## src/design/rv32im_execute_unit_core_assert.svh

```systemverilog
// Assertion macros shared by the execute unit.
// No dependencies; included inside the module body of the top level.
`ifndef RV32IM_EXECUTE_UNIT_CORE_ASSERT_SVH
`define RV32IM_EXECUTE_UNIT_CORE_ASSERT_SVH

// When the antecedent holds, the consequent must hold in the same cycle.
`define RV_ASSERT_SAME(label, clk, rst, ante, cons, msg) \
  label: assert property (@(posedge clk) disable iff (rst) (ante) |-> (cons)) \
    else $error(msg);

// When the antecedent holds, the consequent must hold in the next cycle.
`define RV_ASSERT_NEXT(label, clk, rst, ante, cons, msg) \
  label: assert property (@(posedge clk) disable iff (rst) (ante) |=> (cons)) \
    else $error(msg);

`endif

```

## src/design/rv32_pkg.sv

```systemverilog
// Shared types and constants of the RV32IM execute unit.
// No dependencies; used by the controller, the datapath and the top level.
package rv32_pkg;

  localparam int REG_COUNT_DEF = 32;

  // Major opcodes.
  localparam logic [6:0] OP_LUI    = 7'b0110111;
  localparam logic [6:0] OP_AUIPC  = 7'b0010111;
  localparam logic [6:0] OP_JAL    = 7'b1101111;
  localparam logic [6:0] OP_JALR   = 7'b1100111;
  localparam logic [6:0] OP_BRANCH = 7'b1100011;
  localparam logic [6:0] OP_LOAD   = 7'b0000011;
  localparam logic [6:0] OP_STORE  = 7'b0100011;
  localparam logic [6:0] OP_IMM    = 7'b0010011;
  localparam logic [6:0] OP_REG    = 7'b0110011;
  localparam logic [6:0] OP_FENCE  = 7'b0001111;
  localparam logic [6:0] OP_SYSTEM = 7'b1110011;

  localparam logic [6:0] F7_ALT    = 7'b0100000;
  localparam logic [6:0] F7_MULDIV = 7'b0000001;

  // Trap codes.
  localparam logic [2:0] TRAP_NONE    = 3'd0;
  localparam logic [2:0] TRAP_ILLEGAL = 3'd1;
  localparam logic [2:0] TRAP_ECALL   = 3'd2;
  localparam logic [2:0] TRAP_EBREAK  = 3'd3;
  localparam logic [2:0] TRAP_LFAULT  = 3'd4;

  // Memory request codes.
  localparam logic [1:0] MEM_NONE  = 2'd0;
  localparam logic [1:0] MEM_LOAD  = 2'd1;
  localparam logic [1:0] MEM_STORE = 2'd2;

  typedef struct packed {
    logic               mode;
    logic [6:0]         opcode;
    logic [2:0]         funct3;
    logic [6:0]         funct7;
    logic [4:0]         dest_index;
    logic [4:0]         src1_index;
    logic [4:0]         src2_index;
    logic signed [31:0] immediate;
    logic [31:0]        program_counter;
    logic [31:0]        load_data;
    logic               load_fault;
  } req_t;

  typedef struct packed {
    logic [31:0] dest_value;
    logic        dest_written;
    logic [31:0] next_pc;
    logic [1:0]  mem_access;
    logic [1:0]  mem_size;
    logic [31:0] mem_address;
    logic [31:0] store_data;
    logic [2:0]  trap;
  } rsp_t;

  typedef enum logic [2:0] {
    ST_IDLE, ST_READ, ST_MUL, ST_MULFIX, ST_DIVINIT, ST_DIV, ST_DIVFIX, ST_FIN
  } state_t;

  // Commands from the controller to the datapath.
  typedef struct packed {
    logic load;
    logic rd;
    logic mul;
    logic mulfix;
    logic divinit;
    logic divstep;
    logic divfix;
    logic finish;
  } cmd_t;

  // Status from the datapath to the controller.
  typedef struct packed {
    logic is_mul;
    logic is_div;
    logic div_last;
  } sts_t;

endpackage

```

## src/design/rv32_ctrl.sv

```systemverilog
// Controller state machine of the RV32IM execute unit.
// Depends on rv32_pkg; drives the datapath through cmd_t and reads sts_t.
module rv32_ctrl (
  input  logic          clk,
  input  logic          rst,
  input  logic          req_valid,
  output logic          req_stall,
  output logic          rsp_valid,
  input  logic          rsp_stall,
  output rv32_pkg::cmd_t cmd,
  input  rv32_pkg::sts_t sts
);
  import rv32_pkg::*;

  state_t state, state_next;

  // State register and output valid flag.
  always_ff @(posedge clk) begin
    if (rst) begin
      state     <= ST_IDLE;
      rsp_valid <= 1'b0;
    end else begin
      state <= state_next;
      if (cmd.finish) begin
        rsp_valid <= 1'b1;
      end else if (!rsp_stall) begin
        rsp_valid <= 1'b0;
      end
    end
  end

  assign req_stall = (state != ST_IDLE);

  // Next state and commands.
  always_comb begin
    state_next = state;
    cmd        = '0;
    case (state)
      ST_IDLE: begin
        if (req_valid) begin
          cmd.load   = 1'b1;
          state_next = ST_READ;
        end
      end
      ST_READ: begin
        cmd.rd = 1'b1;
        if (sts.is_mul) begin
          state_next = ST_MUL;
        end else if (sts.is_div) begin
          state_next = ST_DIVINIT;
        end else begin
          state_next = ST_FIN;
        end
      end
      ST_MUL: begin
        cmd.mul    = 1'b1;
        state_next = ST_MULFIX;
      end
      ST_MULFIX: begin
        cmd.mulfix = 1'b1;
        state_next = ST_FIN;
      end
      ST_DIVINIT: begin
        cmd.divinit = 1'b1;
        state_next  = ST_DIV;
      end
      ST_DIV: begin
        cmd.divstep = 1'b1;
        if (sts.div_last) begin
          state_next = ST_DIVFIX;
        end
      end
      ST_DIVFIX: begin
        cmd.divfix = 1'b1;
        state_next = ST_FIN;
      end
      ST_FIN: begin
        if (!rsp_valid || !rsp_stall) begin
          cmd.finish = 1'b1;
          state_next = ST_IDLE;
        end
      end
      default: begin
        state_next = ST_IDLE;
      end
    endcase
  end

endmodule

```

## config.mk

```make
export PLATFORM = sky130hd
export DESIGN_NAME = rv32_ctrl
export DESIGN_NICKNAME = d
export VERILOG_FILES = /design/src/design/rv32im_execute_unit_core_assert.svh /design/src/design/rv32_pkg.sv /design/src/design/rv32_ctrl.sv
export SDC_FILE = /design/constraint.sdc
export NUM_CORES = 1
export LEC_CHECK = 0
export ABC_AREA = 1
export ABC_CLOCK_PERIOD_IN_PS = 1050
export BUFFER_PORTS_ARGS = -buffer_cell sky130_fd_sc_hd__buf_4
export CAP_MARGIN = 5
export CELL_PAD_IN_SITES_DETAIL_PLACEMENT = 1
export CELL_PAD_IN_SITES_GLOBAL_PLACEMENT = 2
export CORE_MARGIN = 2
export CORE_UTILIZATION = 17
export CTS_CLUSTER_SIZE = 20
export DETAILED_ROUTE_END_ITERATION = 10
export GPL_ROUTABILITY_DRIVEN = 0
export PLACE_DENSITY_LB_ADDON = 0.1
export SYNTH_ARGS = -nofsm -noshare
export SYNTH_HDL_FRONTEND = slang
export SYNTH_SLANG_ARGS = --single-unit
export TNS_END_PERCENT = 20
```

## constraint.sdc

```tcl
create_clock -name clk -period 1.05 [get_ports clk]
set_input_delay 0.1575 -clock clk [delete_from_list [all_inputs] [get_ports clk]]
set_output_delay 0.1575 -clock clk [all_outputs]
set_load 0.005 [all_outputs]
```

Yosys cells after proc, flatten, opt, wreduce, memory -nomap -nowiden
Cells that the tools add are included.

Eq/ne operators: 11. Mux-type cells: 18. Reduce and logical (&&, ||, !) cells: 7.

Operators by type and width (count): 3-bit case mux with 7 select lines (1); 3-bit == test, second input constant (4); 1-bit two-way mux (12); 3-bit two-way mux (4); 3-bit by 2-bit == test with 1-bit output, second input constant (2); 2-bit != test, second input constant (3); 3-bit by 1-bit == test with 1-bit output, second input constant (1); 3-bit zero test (1); 3-bit AND reduction (1); 3-bit nonzero test (1); 1-bit zero test (2); 2-bit two-way mux (1); 2-bit by 1-bit != test with 1-bit output, second input constant (1); 2-bit OR reduction (1); 1-bit logical OR (1).

Bits in registers: 4. Input bits: 7.

Longest topological paths before layout
Depth after elaboration: 5. Gate-level depth with buffers: 7. Depth with buffers taken out: 7.

Least setup slack after synthesis
Ideal clock, no wire load.

Path type: register to register. Start point: register state[1]. End point: register state[1]. Data arrival time: 849 ps. Required time: 937 ps. Path slack: 89 ps. Cell stages (with the launch flop): 7. Path buffers: 0. Cell sequence: dfxtp_1 -> nor2_1 -> nand3_2 -> nand3_2 -> nand2_1 -> nand2_1 -> nor2_1.

Longest elaborated chain between the ends: 3.

RTL lines: start, declared (RTL line rv32_ctrl.sv:15) `state_t state, state_next;`; start signal, assigned (RTL line rv32_ctrl.sv:23) `state <= state_next;`; 3-bit == test, or another cell as far along (RTL line rv32_ctrl.sv:38) `case (state)`; 2-bit OR reduction (no source line) / 2-bit != test (equally long branches); 3-bit case mux with 7 select lines / 3-bit AND reduction (equally long branches).

Parallel ways exist; a longest one is shown, timed or not. A chain may end at the register's enable or synchronous reset.

==> out/qor.txt <==
Sequential share of the synthesized area -> 0.2712
Most frequent cells after synthesis -> nor2_1 (14), inv_1 (12), nand2_1 (12), dfxtp_1 (4), a21oi_1 (3)
Count of nets after finishing -> 91
Die Span X -> 45.68 um
Amount of wire on met3 after detailed routing -> 25 um
Slew Limit Headroom -> 0.8388
Most frequently used cell type in the post-synthesis netlist -> nor2_1
Largest buffer count on any clock path -> 2
CP endpoint kind -> output pin
Detailed-routing iteration count for the pre-antenna-repair pass -> 4
Cell taking the most area after synthesis -> dfxtp_1
Final Cycle Share -> 1.112
Net Count, Synth -> 61
Vias in the first global route -> 367
Top area cells in the synthesized netlist -> dfxtp_1 (27%), nor2_1 (18%), inv_1 (15%)
Number of library cell types mapped by synthesis -> 11
Post-route design area -> 574.3 um2
Result of the run -> finished, violations left
Placed wire-length estimate -> 795.3 um
Final Hold Vio Count -> 0
Routed length per instance -> 10.07 um
Final setup slack of the worst path -> -0.1176 ns
Highest metal layer used by the detailed router -> met3
Clock insertion delay at the later pin of the skew report -> 0.23 ns
Area added between synthesis and finish -> 94.49%
Clock Skew -> 0.0002224 ns
Combined area of all synthesized cells -> 295.3 um2
Antenna violations before repair -> 0
Initial DRC Count -> 2
Proportion of layout cells with a drive suffix above 1 -> 0.5488
Mean post-synth cell area -> 5.468 um2
Clk sink count -> 4
Cells after synthesis -> 54
Die area -> 0.002086 mm2
Core utilization of the finished layout -> 0.3438
Max cap viols -> 0
Site Rows -> 15
Final-report max-slew violation count -> 0
FMAX -> 856.5 MHz
Predominant post-synthesis flop cell -> dfxtp_1
Yosys Warn Count -> 0
Count of input and output buffers -> 16
Sort of element at the start of the critical path -> register
Proportion of netlist area held by the largest area contributor -> 0.2712
Largest net degree at the start of global routing -> 8
Total core area -> 0.001670 mm2
Worst-path maximum fanout -> 6
Critical Path AT -> 1.01 ns
Gr ovfl total -> 0
Wire length on met1 -> 472 um
Number of enable-type register cells in the synthesized netlist -> 0
Detailed-route via count -> 405
Total power divided by cell area -> 2033 mW/mm2
Worst ir drop on vdd -> 0.9116 mV
I/O pin total -> 17
Depth of the CTS H-tree -> 1
Fill count -> 218
Setup TNS -> -0.8198 ns
Tightest Pin Transition -> 0.2400 ns
Root Driver -> clkbuf_4
Initial standard-cell utilization of the core -> 0.1768
DRC viols -> 0
Async set or reset register ratio after synthesis -> 0
First-pass GRT wire length -> 1545 um
Failing checks -> setup timing
Number of buffers created by CTS -> 3
Antenna diode count -> 0
Worst Hold Class -> primary input to register
GRT Resource Usage Total -> 0.1105
Tmin final -> 1.168 ns
Vert. Die Dim -> 45.68 um
Number of nets with antenna violations after detailed routing -> 0
Data required time of the worst path -> 0.89 ns
Clock transition at path regs -> 0.04 ns
Number of hold buffers added after CTS -> 0
Flip-flop and latch count after synthesis -> 4
Setup violation total in the final timing report -> 10
Leakage Power -> 0.3342 nW
Clock tree from TritonCTS -> built
Worst setup path class -> register to output pin
RSZ-0062 raised after global routing -> yes
Vias per std cell -> 4.091
Detailed-routed wire length on met2 -> 499 um
Total cell area at the placement stage -> 489.2 um2
Wire length reported by the detailed router -> 997 um
-- area by class of cell --
cell class                      count  area, um2  area share
Timing Repair Buffer               25      195.2      0.3399
Multi-Input combinational cell     37      192.7      0.3355
Sequential cell                     4      88.84      0.1547
Inverter                           13      53.80     0.09368
Clock buffer                        3      22.52     0.03922
Tap cell                           17      21.27     0.03704
-- placed cells by master (no fill, tap or decap) --
master / n
nor2_4: 2
a21oi_1: 2
dfxtp_2: 1
clkbuf_4: 3
dfxtp_1: 1
nor3_1: 1
nand3_2: 2
inv_4: 2
nand2_1: 10
a21oi_2: 1
dfxtp_4: 2
inv_2: 3
nor2_2: 1
buf_6: 2
o21ai_0: 2
buf_4: 23
nand2_4: 1
inv_1: 8
nor2_1: 13
nand2_2: 2
-- stage by stage --
| stage | hold slack [ns] | setup slack (ns) | instances | total power, W |
|---|---|---|---|---|
| finish | 0.08752 | -0.1176 | 99 | 0.001167 |
| global route | 0.08893 | -0.2096 | 99 | 0.001282 |
| CTS | 0.07880 | -0.1429 | 99 | 0.001171 |
| detailed placement | 0.3295 | -0.06265 | 94 | 0.0008535 |
| global placement | 0.3248 | -0.03915 | 94 | 0.0008589 |
| floorplan | 0.2266 | 0.08861 | 54 | 0.0005254 |
-- cell families after synthesis --
group,synth area share
AO/OA/AOI/OAI,0.08473
buffers and inverters,0.1652
flip-flops,0.2712
AND/OR/NAND/NOR,0.4788
-- layer usage --
layer / vias up / track usage
met1: 178 / 0.1360
li1: 219 / -
met3: 0 / 0.02381
met5: - / 0
met4: 0 / 0.07059
met2: 8 / 0.1718
-- flip-flops by register name, indices dropped and copies added (netlist names) --
signal     flops
rsp_valid      1
state          3
-- what timing repair did --
item                                    CTS  global route
pin swaps                                 1             2
buffers inserted                          2             0
gates cloned                              0             0
endpoints found under the setup margin   12            12
resized for setup                        16             4
-- worst max-delay path: stages (launching register included) --
cell and delay (ns):
dfxtp_4 0.39, nand2_4 0.07, nor2_4 0.09, inv_2 0.04, nor2_1 0.07, buf_4 0.11
-- report_power, final --
| part | total (W) | switching (W) | internal [W] |
|---|---|---|---|
| Clock | 0.000186 | 0.0000583 | 0.000128 |
| Combinational | 0.000691 | 0.000335 | 0.000355 |
| Sequential | 0.000290 | 0.0000795 | 0.000211 |
-- path summary, 6_finish.rpt --
kind | from | to | slack, ns | cells after the start
hold reg to reg | rsp_valid$_SDFFE_PP0P_ | rsp_valid$_SDFFE_PP0P_ | 0.49 | 2
setup reg to reg | state[1]$_SDFFE_PP0P_ | state[1]$_SDFFE_PP0P_ | -0.05 | 8
setup / recovery | state[1]$_SDFFE_PP0P_ | cmd[0] | -0.12 | 5
hold / removal | rst | rsp_valid$_SDFFE_PP0P_ | 0.09 | 2
Power figures use the tool's default switching activity.
